File: src/hw/rtl/pidaw_pkg.sv
// pidaw_pkg: shared types and constants for the pid controller with anti-windup
// used by pidaw_mul, pidaw_div and pid_controller_antiwindup; no dependencies
package pidaw_pkg;

   localparam int unsigned IO_WIDTH        = 32;
   localparam int unsigned GAIN_WIDTH      = 32;
   localparam int unsigned BOUND_WIDTH     = 31;
   localparam int unsigned DT_WIDTH        = 16;
   localparam int unsigned DT_FRAC         = 16;
   localparam int unsigned REQ_DATA_WIDTH  = 80;
   localparam int unsigned RSP_USER_WIDTH  = 2;
   localparam int unsigned MUL_STEPS       = 32;
   localparam int unsigned MUL_CNT_WIDTH   = 5;
   localparam int unsigned CSR_INDEX_WIDTH = 3;
   localparam int unsigned CSR_DATA_WIDTH  = 32;

   localparam logic [CSR_INDEX_WIDTH-1:0] CSR_GAIN_P         = 3'd0;
   localparam logic [CSR_INDEX_WIDTH-1:0] CSR_GAIN_I         = 3'd1;
   localparam logic [CSR_INDEX_WIDTH-1:0] CSR_GAIN_D         = 3'd2;
   localparam logic [CSR_INDEX_WIDTH-1:0] CSR_INTEGRAL_BOUND = 3'd3;
   localparam logic [CSR_INDEX_WIDTH-1:0] CSR_OUTPUT_BOUND   = 3'd4;

   typedef enum logic [3:0] {
      ST_IDLE,
      ST_DIFF,
      ST_DIV,
      ST_EDT,
      ST_CAND,
      ST_MUL_P,
      ST_MUL_I,
      ST_MUL_D,
      ST_CLAMP,
      ST_FINISH
   } state_type;

   // handshake of a serial arithmetic unit back to the sequencer
   typedef struct packed {
      logic busy;
      logic done;
   } unit_status_type;

endpackage

File: src/hw/rtl/pidaw_mul.sv
// pidaw_mul: bit-serial unsigned shift-add multiplier, one multiplier bit per cycle
// depends on pidaw_pkg
module pidaw_mul #(
   parameter int unsigned MCAND_WIDTH = 32
) (
   input  logic                                          clock,
   input  logic                                          reset,
   input  logic                                          start,
   input  logic [MCAND_WIDTH-1:0]                        mcand,
   input  logic [pidaw_pkg::MUL_STEPS-1:0]               mplier,
   output logic [MCAND_WIDTH+pidaw_pkg::MUL_STEPS-1:0]   product,
   output pidaw_pkg::unit_status_type                    status
);

   logic                                 busy_ff;
   logic                                 done_ff;
   logic [pidaw_pkg::MUL_CNT_WIDTH-1:0]  cnt_ff;
   logic [MCAND_WIDTH-1:0]               mcand_ff;
   logic [MCAND_WIDTH-1:0]               hi_ff;
   logic [pidaw_pkg::MUL_STEPS-1:0]      lo_ff;
   logic [MCAND_WIDTH:0]                 sum_in;

   // add the multiplicand when the low bit of the multiplier is set
   always_comb begin
      sum_in = {1'b0, hi_ff} + (lo_ff[0] ? {1'b0, mcand_ff} : '0);
   end

   always_ff @(posedge clock) begin
      if (reset) begin
         busy_ff <= 1'b0;
         done_ff <= 1'b0;
         cnt_ff  <= '0;
      end else begin
         done_ff <= 1'b0;
         if (start) begin
            busy_ff <= 1'b1;
            cnt_ff  <= '0;
         end else if (busy_ff) begin
            cnt_ff <= cnt_ff + pidaw_pkg::MUL_CNT_WIDTH'(1);
            if (cnt_ff == pidaw_pkg::MUL_CNT_WIDTH'(pidaw_pkg::MUL_STEPS - 1)) begin
               busy_ff <= 1'b0;
               done_ff <= 1'b1;
            end
         end
      end
   end

   always_ff @(posedge clock) begin
      if (start) begin
         mcand_ff <= mcand;
         hi_ff    <= '0;
         lo_ff    <= mplier;
      end else if (busy_ff) begin
         hi_ff <= sum_in[MCAND_WIDTH:1];
         lo_ff <= {sum_in[0], lo_ff[pidaw_pkg::MUL_STEPS-1:1]};
      end
   end

   assign product = {hi_ff, lo_ff};
   assign status  = '{busy: busy_ff, done: done_ff};

endmodule

File: src/hw/rtl/pidaw_div.sv
// pidaw_div: restoring bit-serial divider by the time step, one quotient bit per cycle
// depends on pidaw_pkg
module pidaw_div #(
   parameter int unsigned NUM_WIDTH = 48
) (
   input  logic                             clock,
   input  logic                             reset,
   input  logic                             start,
   input  logic [NUM_WIDTH-1:0]             dividend,
   input  logic [pidaw_pkg::DT_WIDTH-1:0]   divisor,
   output logic [NUM_WIDTH-1:0]             quotient,
   output pidaw_pkg::unit_status_type       status
);

   localparam int unsigned CNT_WIDTH = $clog2(NUM_WIDTH);

   logic                             busy_ff;
   logic                             done_ff;
   logic [CNT_WIDTH-1:0]             cnt_ff;
   logic [pidaw_pkg::DT_WIDTH-1:0]   div_ff;
   logic [pidaw_pkg::DT_WIDTH-1:0]   rem_ff;
   logic [NUM_WIDTH-1:0]             quo_ff;
   logic [pidaw_pkg::DT_WIDTH:0]     shifted;
   logic [pidaw_pkg::DT_WIDTH:0]     trial;
   logic                             qbit;
   logic [pidaw_pkg::DT_WIDTH-1:0]   rem_in;

   // dividend bits leave from the top of the quotient register as quotient bits enter at the bottom
   always_comb begin
      shifted = {rem_ff, quo_ff[NUM_WIDTH-1]};
      trial   = shifted - {1'b0, div_ff};
      qbit    = (shifted >= {1'b0, div_ff});
      rem_in  = qbit ? trial[pidaw_pkg::DT_WIDTH-1:0] : shifted[pidaw_pkg::DT_WIDTH-1:0];
   end

   always_ff @(posedge clock) begin
      if (reset) begin
         busy_ff <= 1'b0;
         done_ff <= 1'b0;
         cnt_ff  <= '0;
      end else begin
         done_ff <= 1'b0;
         if (start) begin
            busy_ff <= 1'b1;
            cnt_ff  <= '0;
         end else if (busy_ff) begin
            cnt_ff <= cnt_ff + CNT_WIDTH'(1);
            if (cnt_ff == CNT_WIDTH'(NUM_WIDTH - 1)) begin
               busy_ff <= 1'b0;
               done_ff <= 1'b1;
            end
         end
      end
   end

   always_ff @(posedge clock) begin
      if (start) begin
         div_ff <= divisor;
         rem_ff <= '0;
         quo_ff <= dividend;
      end else if (busy_ff) begin
         rem_ff <= rem_in;
         quo_ff <= {quo_ff[NUM_WIDTH-2:0], qbit};
      end
   end

   assign quotient = quo_ff;
   assign status   = '{busy: busy_ff, done: done_ff};

endmodule

File: src/hw/rtl/pid_controller_antiwindup.sv
// pid_controller_antiwindup: fixed-point pid controller with conditional integration
// depends on pidaw_pkg, pidaw_mul and pidaw_div
//
//   port group   direction  transfer payload
//   req_*        in         error_in, feedforward_in, time_step
//   rsp_*        out        drive_out; tuser clamped, rejected
//   csr_*        in         gain_p, gain_i, gain_d, integral_bound, output_bound
//
// one sample at a time; a sample with a zero time_step is rejected without arithmetic
// the divider runs only once primed, since the first sample has no last error
// each other sample runs four 32-step serial multiplies after the serial divider (DATA_WIDTH + 16 steps)
// reset is synchronous; it clears the integrator, the last error and the configuration registers
// a finished result waits in the output register; the next sample is taken meanwhile
module pid_controller_antiwindup #(
   parameter int unsigned DATA_WIDTH = 32,
   parameter int unsigned FRAC_BITS  = 16
) (
   input  logic                                   clock,
   input  logic                                   reset,
   input  logic                                   req_tvalid,
   output logic                                   req_tready,
   // error_in [31:0], feedforward_in [63:32], time_step [79:64]
   input  logic [pidaw_pkg::REQ_DATA_WIDTH-1:0]   req_tdata,
   output logic                                   rsp_tvalid,
   input  logic                                   rsp_tready,
   // drive_out [31:0]
   output logic [pidaw_pkg::IO_WIDTH-1:0]         rsp_tdata,
   // clamped [0], rejected [1]
   output logic [pidaw_pkg::RSP_USER_WIDTH-1:0]   rsp_tuser,
   input  logic                                   csr_we,
   input  logic [pidaw_pkg::CSR_INDEX_WIDTH-1:0]  csr_index,
   input  logic [pidaw_pkg::CSR_DATA_WIDTH-1:0]   csr_wdata
);

   localparam int unsigned DW = DATA_WIDTH;
   localparam int unsigned PW = DW + pidaw_pkg::MUL_STEPS;
   localparam int unsigned NW = DW + pidaw_pkg::DT_FRAC;
   localparam int unsigned CW = ((DW > pidaw_pkg::IO_WIDTH) ? DW : pidaw_pkg::IO_WIDTH) + 1;

   localparam logic signed [DW-1:0] S_MAX = {1'b0, {(DW-1){1'b1}}};
   localparam logic signed [DW-1:0] S_MIN = {1'b1, {(DW-1){1'b0}}};
   localparam logic [PW-1:0] MAG_MAX = {{(PW-DW+1){1'b0}}, {(DW-1){1'b1}}};
   localparam logic [PW-1:0] MAG_MIN = {{(PW-DW){1'b0}}, 1'b1, {(DW-1){1'b0}}};

   // ---------------------------------------------------------------- helpers

   function automatic logic signed [DW-1:0] sat_in(input logic signed [pidaw_pkg::IO_WIDTH-1:0] x);
      logic signed [CW-1:0] xx;
      xx = CW'(x);
      if (xx > CW'(S_MAX)) sat_in = S_MAX;
      else if (xx < CW'(S_MIN)) sat_in = S_MIN;
      else sat_in = xx[DW-1:0];
   endfunction

   function automatic logic signed [DW-1:0] sat_add(input logic signed [DW-1:0] a,
                                                    input logic signed [DW-1:0] b);
      logic signed [DW:0] s;
      s = (DW+1)'(a) + (DW+1)'(b);
      if (s[DW] != s[DW-1]) sat_add = s[DW] ? S_MIN : S_MAX;
      else sat_add = s[DW-1:0];
   endfunction

   function automatic logic signed [DW-1:0] sat_sub(input logic signed [DW-1:0] a,
                                                    input logic signed [DW-1:0] b);
      logic signed [DW:0] s;
      s = (DW+1)'(a) - (DW+1)'(b);
      if (s[DW] != s[DW-1]) sat_sub = s[DW] ? S_MIN : S_MAX;
      else sat_sub = s[DW-1:0];
   endfunction

   function automatic logic [DW-1:0] mag_of(input logic [DW-1:0] u);
      mag_of = u[DW-1] ? DW'(0) - u : u;
   endfunction

   function automatic logic [pidaw_pkg::GAIN_WIDTH-1:0] gain_mag(
      input logic [pidaw_pkg::GAIN_WIDTH-1:0] g);
      gain_mag = g[pidaw_pkg::GAIN_WIDTH-1] ? pidaw_pkg::GAIN_WIDTH'(0) - g : g;
   endfunction

   // apply a sign to a magnitude, saturating to the data range
   function automatic logic signed [DW-1:0] sat_mag(input logic neg, input logic [PW-1:0] m);
      logic [DW-1:0] low;
      low = m[DW-1:0];
      if (neg) begin
         if (m > MAG_MIN) sat_mag = S_MIN;
         else sat_mag = DW'(0) - low;
      end else begin
         if (m > MAG_MAX) sat_mag = S_MAX;
         else sat_mag = low;
      end
   endfunction

   function automatic logic signed [DW-1:0] clamp_to(input logic signed [DW-1:0] v,
                                                     input logic [pidaw_pkg::BOUND_WIDTH-1:0] lim);
      logic signed [CW-1:0] vx;
      logic signed [CW-1:0] lx;
      logic signed [CW-1:0] nx;
      vx = CW'(v);
      lx = CW'(lim);
      nx = -lx;
      if (vx > lx) clamp_to = lx[DW-1:0];
      else if (vx < nx) clamp_to = nx[DW-1:0];
      else clamp_to = v;
   endfunction

   // ---------------------------------------------------------------- state

   pidaw_pkg::state_type state_ff, state_in;

   logic signed [DW-1:0]                    err_ff;
   logic signed [DW-1:0]                    ffw_ff;
   logic [pidaw_pkg::DT_WIDTH-1:0]          dt_ff;
   logic                                    rej_ff;
   logic                                    dneg_ff;
   logic signed [DW-1:0]                    deriv_ff;
   logic signed [DW-1:0]                    edt_ff;
   logic signed [DW-1:0]                    cand_ff;
   logic signed [DW-1:0]                    sum_ff;
   logic signed [DW-1:0]                    outv_ff;
   logic                                    clip_ff;
   logic                                    mneg_ff;

   logic signed [DW-1:0]                    acc_ff;
   logic signed [DW-1:0]                    last_ff;
   logic                                    primed_ff;

   logic [pidaw_pkg::GAIN_WIDTH-1:0]        gain_p_ff;
   logic [pidaw_pkg::GAIN_WIDTH-1:0]        gain_i_ff;
   logic [pidaw_pkg::GAIN_WIDTH-1:0]        gain_d_ff;
   logic [pidaw_pkg::BOUND_WIDTH-1:0]       ibound_ff;
   logic [pidaw_pkg::BOUND_WIDTH-1:0]       obound_ff;

   logic                                    rsp_valid_ff;
   logic [pidaw_pkg::IO_WIDTH-1:0]          rsp_drive_ff;
   logic                                    rsp_clamped_ff;
   logic                                    rsp_rejected_ff;

   logic                                    accept;
   logic                                    rsp_load;
   logic                                    mul_start;
   logic                                    div_start;
   logic [DW-1:0]                           mul_mcand;
   logic [pidaw_pkg::MUL_STEPS-1:0]         mul_mplier;
   logic                                    mul_neg;
   logic [PW-1:0]                           mul_prod;
   logic [NW-1:0]                           div_quo;
   pidaw_pkg::unit_status_type              mul_st;
   pidaw_pkg::unit_status_type              div_st;
   logic signed [DW-1:0]                    diff;
   logic signed [DW-1:0]                    term;
   logic signed [DW-1:0]                    edt_val;
   logic signed [DW-1:0]                    outv;
   logic                                    clip_now;
   logic                                    take_cand;
   logic signed [CW-1:0]                    drive_ext;

   // ---------------------------------------------------------------- serial units

   pidaw_mul #(
      .MCAND_WIDTH (DW)
   ) u_mul (
      .clock   (clock),
      .reset   (reset),
      .start   (mul_start),
      .mcand   (mul_mcand),
      .mplier  (mul_mplier),
      .product (mul_prod),
      .status  (mul_st)
   );

   pidaw_div #(
      .NUM_WIDTH (NW)
   ) u_div (
      .clock    (clock),
      .reset    (reset),
      .start    (div_start),
      .dividend ({mag_of(diff), {pidaw_pkg::DT_FRAC{1'b0}}}),
      .divisor  (dt_ff),
      .quotient (div_quo),
      .status   (div_st)
   );

   // ---------------------------------------------------------------- sequencer

   always_ff @(posedge clock) begin
      if (reset) begin
         state_ff <= pidaw_pkg::ST_IDLE;
      end else begin
         state_ff <= state_in;
      end
   end

   always_comb begin
      state_in   = state_ff;
      mul_start  = 1'b0;
      div_start  = 1'b0;
      mul_mcand  = mag_of(err_ff);
      mul_mplier = pidaw_pkg::MUL_STEPS'(dt_ff);
      mul_neg    = err_ff[DW-1];
      diff       = sat_sub(err_ff, last_ff);
      term       = sat_mag(mneg_ff, mul_prod >> FRAC_BITS);
      edt_val    = sat_mag(mneg_ff, mul_prod >> pidaw_pkg::DT_FRAC);
      outv       = clamp_to(sum_ff, obound_ff);
      clip_now   = (outv != sum_ff);
      take_cand  = !clip_now
                   || (!outv[DW-1] && outv != '0 && err_ff[DW-1])
                   || (outv[DW-1] && !err_ff[DW-1] && err_ff != '0);
      case (state_ff)
         pidaw_pkg::ST_IDLE: begin
            if (req_tvalid) begin
               state_in = (req_tdata[79:64] == '0) ? pidaw_pkg::ST_FINISH : pidaw_pkg::ST_DIFF;
            end
         end
         pidaw_pkg::ST_DIFF: begin
            if (primed_ff) begin
               div_start = 1'b1;
               state_in  = pidaw_pkg::ST_DIV;
            end else begin
               mul_start = 1'b1;
               state_in  = pidaw_pkg::ST_EDT;
            end
         end
         pidaw_pkg::ST_DIV: begin
            if (div_st.done) begin
               mul_start = 1'b1;
               state_in  = pidaw_pkg::ST_EDT;
            end
         end
         pidaw_pkg::ST_EDT: begin
            if (mul_st.done) state_in = pidaw_pkg::ST_CAND;
         end
         pidaw_pkg::ST_CAND: begin
            mul_start  = 1'b1;
            mul_mplier = gain_mag(gain_p_ff);
            mul_neg    = err_ff[DW-1] ^ gain_p_ff[pidaw_pkg::GAIN_WIDTH-1];
            state_in   = pidaw_pkg::ST_MUL_P;
         end
         pidaw_pkg::ST_MUL_P: begin
            mul_mcand  = mag_of(cand_ff);
            mul_mplier = gain_mag(gain_i_ff);
            mul_neg    = cand_ff[DW-1] ^ gain_i_ff[pidaw_pkg::GAIN_WIDTH-1];
            if (mul_st.done) begin
               mul_start = 1'b1;
               state_in  = pidaw_pkg::ST_MUL_I;
            end
         end
         pidaw_pkg::ST_MUL_I: begin
            mul_mcand  = mag_of(deriv_ff);
            mul_mplier = gain_mag(gain_d_ff);
            mul_neg    = deriv_ff[DW-1] ^ gain_d_ff[pidaw_pkg::GAIN_WIDTH-1];
            if (mul_st.done) begin
               mul_start = 1'b1;
               state_in  = pidaw_pkg::ST_MUL_D;
            end
         end
         pidaw_pkg::ST_MUL_D: begin
            if (mul_st.done) state_in = pidaw_pkg::ST_CLAMP;
         end
         pidaw_pkg::ST_CLAMP: begin
            state_in = pidaw_pkg::ST_FINISH;
         end
         pidaw_pkg::ST_FINISH: begin
            if (!rsp_valid_ff || rsp_tready) state_in = pidaw_pkg::ST_IDLE;
         end
         default: begin
            state_in = pidaw_pkg::ST_IDLE;
         end
      endcase
   end

   assign accept   = req_tvalid && req_tready;
   assign rsp_load = (state_ff == pidaw_pkg::ST_FINISH) && (!rsp_valid_ff || rsp_tready);

   // ---------------------------------------------------------------- datapath

   always_ff @(posedge clock) begin
      if (accept) begin
         err_ff <= sat_in(req_tdata[31:0]);
         ffw_ff <= sat_in(req_tdata[63:32]);
         dt_ff  <= req_tdata[79:64];
         rej_ff <= (req_tdata[79:64] == '0);
      end
      if (mul_start) mneg_ff <= mul_neg;
      case (state_ff)
         pidaw_pkg::ST_DIFF: begin
            dneg_ff  <= diff[DW-1];
            deriv_ff <= '0;
         end
         pidaw_pkg::ST_DIV: begin
            if (div_st.done) deriv_ff <= sat_mag(dneg_ff, PW'(div_quo));
         end
         pidaw_pkg::ST_EDT: begin
            if (mul_st.done) edt_ff <= edt_val;
         end
         pidaw_pkg::ST_CAND: begin
            cand_ff <= clamp_to(sat_add(acc_ff, edt_ff), ibound_ff);
         end
         pidaw_pkg::ST_MUL_P: begin
            if (mul_st.done) sum_ff <= sat_add(ffw_ff, term);
         end
         pidaw_pkg::ST_MUL_I, pidaw_pkg::ST_MUL_D: begin
            if (mul_st.done) sum_ff <= sat_add(sum_ff, term);
         end
         pidaw_pkg::ST_CLAMP: begin
            outv_ff <= outv;
            clip_ff <= clip_now;
         end
         default: begin
         end
      endcase
      if (rsp_load) begin
         rsp_drive_ff    <= rej_ff ? '0 : drive_ext[pidaw_pkg::IO_WIDTH-1:0];
         rsp_clamped_ff  <= !rej_ff && clip_ff;
         rsp_rejected_ff <= rej_ff;
      end
   end

   assign drive_ext = CW'(outv_ff);

   // controller state, configuration and output valid
   always_ff @(posedge clock) begin
      if (reset) begin
         acc_ff       <= '0;
         last_ff      <= '0;
         primed_ff    <= 1'b0;
         gain_p_ff    <= '0;
         gain_i_ff    <= '0;
         gain_d_ff    <= '0;
         ibound_ff    <= '0;
         obound_ff    <= '0;
         rsp_valid_ff <= 1'b0;
      end else begin
         if (state_ff == pidaw_pkg::ST_CLAMP) begin
            if (take_cand) acc_ff <= cand_ff;
            last_ff   <= err_ff;
            primed_ff <= 1'b1;
         end
         if (csr_we) begin
            case (csr_index)
               pidaw_pkg::CSR_GAIN_P:         gain_p_ff <= csr_wdata;
               pidaw_pkg::CSR_GAIN_I:         gain_i_ff <= csr_wdata;
               pidaw_pkg::CSR_GAIN_D:         gain_d_ff <= csr_wdata;
               pidaw_pkg::CSR_INTEGRAL_BOUND: ibound_ff <= csr_wdata[pidaw_pkg::BOUND_WIDTH-1:0];
               pidaw_pkg::CSR_OUTPUT_BOUND:   obound_ff <= csr_wdata[pidaw_pkg::BOUND_WIDTH-1:0];
               default: begin
               end
            endcase
         end
         if (rsp_load) rsp_valid_ff <= 1'b1;
         else if (rsp_tready) rsp_valid_ff <= 1'b0;
      end
   end

   assign req_tready = (state_ff == pidaw_pkg::ST_IDLE);
   assign rsp_tvalid = rsp_valid_ff;
   assign rsp_tdata  = rsp_drive_ff;
   assign rsp_tuser  = {rsp_rejected_ff, rsp_clamped_ff};

`ifndef SYNTHESIS
   // the sequencer never runs the divider and the multiplier together
   assert property (@(posedge clock) disable iff (reset) !(mul_st.busy && div_st.busy))
      else $error("multiplier and divider busy at once");

   // no serial unit may still be running when a new sample can be taken
   assert property (@(posedge clock) disable iff (reset)
                    (state_ff == pidaw_pkg::ST_IDLE) |-> (!mul_st.busy && !div_st.busy))
      else $error("serial unit busy while idle");

   // once primed, only reset clears the first-sample flag
   assert property (@(posedge clock) disable iff (reset) $fell(primed_ff) |-> $past(reset))
      else $error("primed flag dropped without reset");
`endif

endmodule
File: config.mk
export PLATFORM = sky130hd
export DESIGN_NAME = pid_controller_antiwindup
export DESIGN_NICKNAME = d
export VERILOG_FILES = /design/src/hw/rtl/pidaw_pkg.sv /design/src/hw/rtl/pidaw_mul.sv /design/src/hw/rtl/pidaw_div.sv /design/src/hw/rtl/pid_controller_antiwindup.sv
export SDC_FILE = /design/constraint.sdc
export NUM_CORES = 2
export LEC_CHECK = 0
export BUFFER_PORTS_ARGS = -buffer_cell sky130_fd_sc_hd__clkbuf_2
export CELL_PAD_IN_SITES_DETAIL_PLACEMENT = 0
export CELL_PAD_IN_SITES_GLOBAL_PLACEMENT = 1
export CORE_UTILIZATION = 49
export DETAILED_ROUTE_END_ITERATION = 10
export GPL_ROUTABILITY_DRIVEN = 1
export PLACE_DENSITY = 0.83
export SLEW_MARGIN = 25
export SYNTH_ARGS = -nofsm -noshare
export SYNTH_HDL_FRONTEND = slang
export SYNTH_SLANG_ARGS = --single-unit
File: constraint.sdc
create_clock -name clock -period 9.2 [get_ports clock]
set_input_delay 1.38 -clock clock [delete_from_list [all_inputs] [get_ports clock]]
set_output_delay 1.38 -clock clock [all_outputs]
set_load 0.01 [all_outputs]
==> results_dict.tcl <==
set metrics [dict create \
    hold_depth 2 \
    cap_viol_max_count 0 \
    timing_hold_violations_final 0 \
    multi_input_logic_area_um2 28500 \
    fmax_mhz 115 \
    die-width_um 317 \
    cp-end-kind "register" \
    antenna_violations_before_repair 6 \
    mappedNetlistNets 6165 \
    post_synth_inst_count 5719 \
    postSynthAreaPerCell_um2 8.49 \
    postRouteAntennaNets 0 \
    timing.setup.critical_path_class "reg -> reg" \
    layout.nets 6139 \
    synth.largest_area_cell "edfxtp_1" \
    clock_tree.htree_level_count 3 \
    r2r_cells 26 \
    drt-initial-drc-count 4745 \
    starting_utilization_of_the_core_area_pct 49.4 \
    clk_latency_ns 0.67 \
    highest_net_fanout_along_the_worst_path 31 \
    synth.top_cells.by_area "edfxtp_1, dfxtp_1, ha_1" \
    core_area_um2 98300 \
    gr-total-overflow 0 \
    grt_first_pass_wirelength_mm 245 \
    synth_async_sr_flop_share_pct 0 \
    vias_per_cell 6.17 \
    detailroute.via_count 43500 \
    portBuffers 155 \
    die_area_um2 100000 \
    first_global_vias 39600 \
    post-route-period-util_pct 94.9 \
    postSynth.topFlopCell "edfxtp_1" \
    setup-tns-final_ns 0 \
    timing.final.ws_setup_ns 0.473 \
    place_congestion 1.02 \
    grt_usage_pct 32.0 \
    routed_wire_length_per_instance_um 23.1 \
    cts_post_setup_buffers_inserted 0 \
    pre_cts_slack_ns 0.265 \
    synth.top_cell.area_share_pct 24.1 \
    synthesized_area_um2 48500 \
    max-vdd-ir-drop_v 0.000239 \
    drive_gt1_share_pct 8.37 \
    ys_warn_count 0 \
    max_slew.worst_pin.slew_ns 1.07 \
    layout_min_cycle_time_ns 8.73 \
    max-slew-margin-rel_pct 28.6 \
    filler_cell_count 9155 \
    place.detailed.hpwl_mm 123 \
    layout_skew_ns 0.0334 \
    critPathArrivalTime_ns 9.12 \
    ff_latch_area_um2 17900 \
    power_per_cell_area_nw_per_um2 301 \
    min_path_type "reg -> reg" \
    number_of_clock_sinks_seen_by_cts 697 \
    worst_ep_required_time_ns 9.59 \
    dpl_cell_area_um2 50300 \
    critical_path.startpoint_type "register" \
    drc 0 \
    yosysUniqueCellTypes 97 \
    dp.cells 6895 \
    finalNonFillerCells 7051 \
    die_h_um 317 \
    setup_violations 0 \
    leakagePower_nw 19.9 \
    areaGrowthSynthToFinish_pct 9.38 \
    timing_max_transition_violations_final 0 \
    path_clk_slew_ns 0.06 \
    grt_start_max_net_pins 103 \
    number_of_placement_rows 115 \
    design_area_um2 53100 \
    synth-seq-cells 697 \
    synth_sequential_area_ratio_pct 36.8 \
    synth-edff-count 390 \
    root_buffer "clkbuf_16" \
    cts_tree "built" \
    postRouteWirelength_mm 163 \
    clk_path_buf_depth 3 \
    firstDrtPassIters 6 \
    status "completed" \
    tritoncts.num_buffers 82 \
    boundaryPins 156 \
]
==> layout make-up <==
class	count	share of cell area, %
flip-flops and latches	697	33.6
repair buffers	249	2.82
inverters	229	1.62
diodes	2	0.00943
clock inverters	45	0.881
multi-input cells	4434	53.7
clock buffers	108	4.34
well taps	1287	3.03
==> path summary, 6_finish.rpt <==
kind	start	endpoint	slack, ns
worst max register to register	u_mul.lo_ff[16]	sum_ff[0]	0.47
worst min-delay path	last_ff[22]	last_ff[22]	0.45
worst max-delay path	u_mul.lo_ff[16]	sum_ff[0]	0.47
worst min register to register	last_ff[22]	last_ff[22]	0.45
==> timing repair <==
item                                    4_1_cts  5_1_grt
hold buffers                                  0        0
endpoints found under the setup margin        0       31
resized for setup                             0        5
==> flip-flops by register name (all words and copies together) (netlist names), 16 cells and up <==
register	cells
rsp_tdata	32
u_mul.mcand_ff	32
gain_i_ff	32
u_div.quotient	48
u_div.div_ff	16
acc_ff	32
ibound_ff	31
gain_d_ff	32
last_ff	32
u_mul.lo_ff	32
obound_ff	31
gain_p_ff	32
u_div.rem_ff	16
deriv_ff	32
outv_ff	32
edt_ff	32
err_ff	32
cand_ff	32
ffw_ff	32
u_mul.hi_ff	32
sum_ff	32
dt_ff	16
==> cells in the mapped netlist, drive strengths merged, types with 16 or more instances <==
cell and number:
clkbuf 321, o31ai 68, o211ai 43, nor4 69, nand4 67, and3 28
a21o 95, o22ai 36, and2 51, or3 63, nand3 94, nor3 111
o41ai 39, nand2b 108, dfxtp 307, mux2i 96, o21ai 347, xor2 170
nor2 403, o21a 47, nand2 768, a21oi 563, edfxtp 390, a22oi 25
o21bai 20, or4 42, a221oi 16, xnor2 269, nor2b 86, a31oi 51
o221ai 16, a211oi 43, inv 226, or2 31, buf 38, o311ai 41
ha 320
==> layer usage <==
metal / share of wire, % / wire length [µm] / track usage (%) / vias to the layer above
li1: - / - / - / 20600
met1: 46 / 74600 / 47.9 / 20800
met2: 42 / 68200 / 46.3 / 1824
met3: 9.4 / 15300 / 5.72 / 272
met4: 3.0 / 4930 / 9.93 / 6
met5: 0.022 / 36 / 0 / -
==> through the flow <==
| step | util (%) | hold slack (ns) | power [W] |
|---|---|---|---|
| 3_5_place_dp | 51.2 | 0.446 | 0.0125 |
| 2_1_floorplan | - | 0.425 | 0.0102 |
| 3_3_place_gp | 51.2 | 0.443 | 0.0124 |
| 5_1_grt | 54.0 | 0.471 | 0.0170 |
| 4_1_cts | 54.0 | 0.454 | 0.0159 |
| 6_report | 54.0 | 0.454 | 0.0160 |
==> report_power, final <==
part / switching, W / internal, W
Combinational: 0.00499 / 0.00299
Sequential: 0.000501 / 0.00412
Clock: 0.00139 / 0.00200
Total: 0.00688 / 0.00911
==> worst max-delay path, cell delays in order (launching register included) <==
cell and delay (ns):
edfxtp_1 0.45, inv_1 0.10, ha_1 0.18, nor3b_1 0.27
nand3_1 0.26, nand4bb_1 0.33, or4_1 0.52, or3_1 0.35
or3_1 0.35, or3_1 0.35, or2_1 0.22, a21o_1 0.19
or2_1 0.57, o311ai_1 0.64, ha_1 0.37, a21oi_1 0.28
o211ai_1 0.20, a211oi_1 0.50, nor4_1 0.11, nor3_1 0.44
o21ai_0 0.22, o21ai_0 0.40, o21ai_0 0.15, o21ai_0 0.25
nand2_4 0.36, a21oi_1 0.26, a211oi_1 0.07
==> placed cells by master (no fill, tap or decap), types with 93 or more instances in the layout <==
master / n
nor3_1: 106
xnor2_1: 269
nor2_1: 397
dfxtp_1: 305
a21o_1: 95
inv_1: 225
mux2i_1: 95
nand2_1: 763
nand3_1: 93
ha_1: 320
nand2b_1: 108
o21ai_0: 342
edfxtp_1: 390
buf_4: 93
xor2_1: 170
a21oi_1: 561
clkbuf_2: 154
==> kinds of logic after synthesis <==
| group | Yosys count | share of synthesized area, % |
|---|---|---|
| AOI/OAI and AO/OA | 1573 | 20.2 |
| xor gates and xnor gates | 439 | 7.92 |
| adders and majority gates | 326 | 8.49 |
| buffers and inverters | 588 | 4.70 |
| DFF | 697 | 36.8 |
| muxes | 102 | 2.12 |
| and+or+nand+nor | 1994 | 19.8 |
Note: power is estimated with default switching activity, not from simulation.
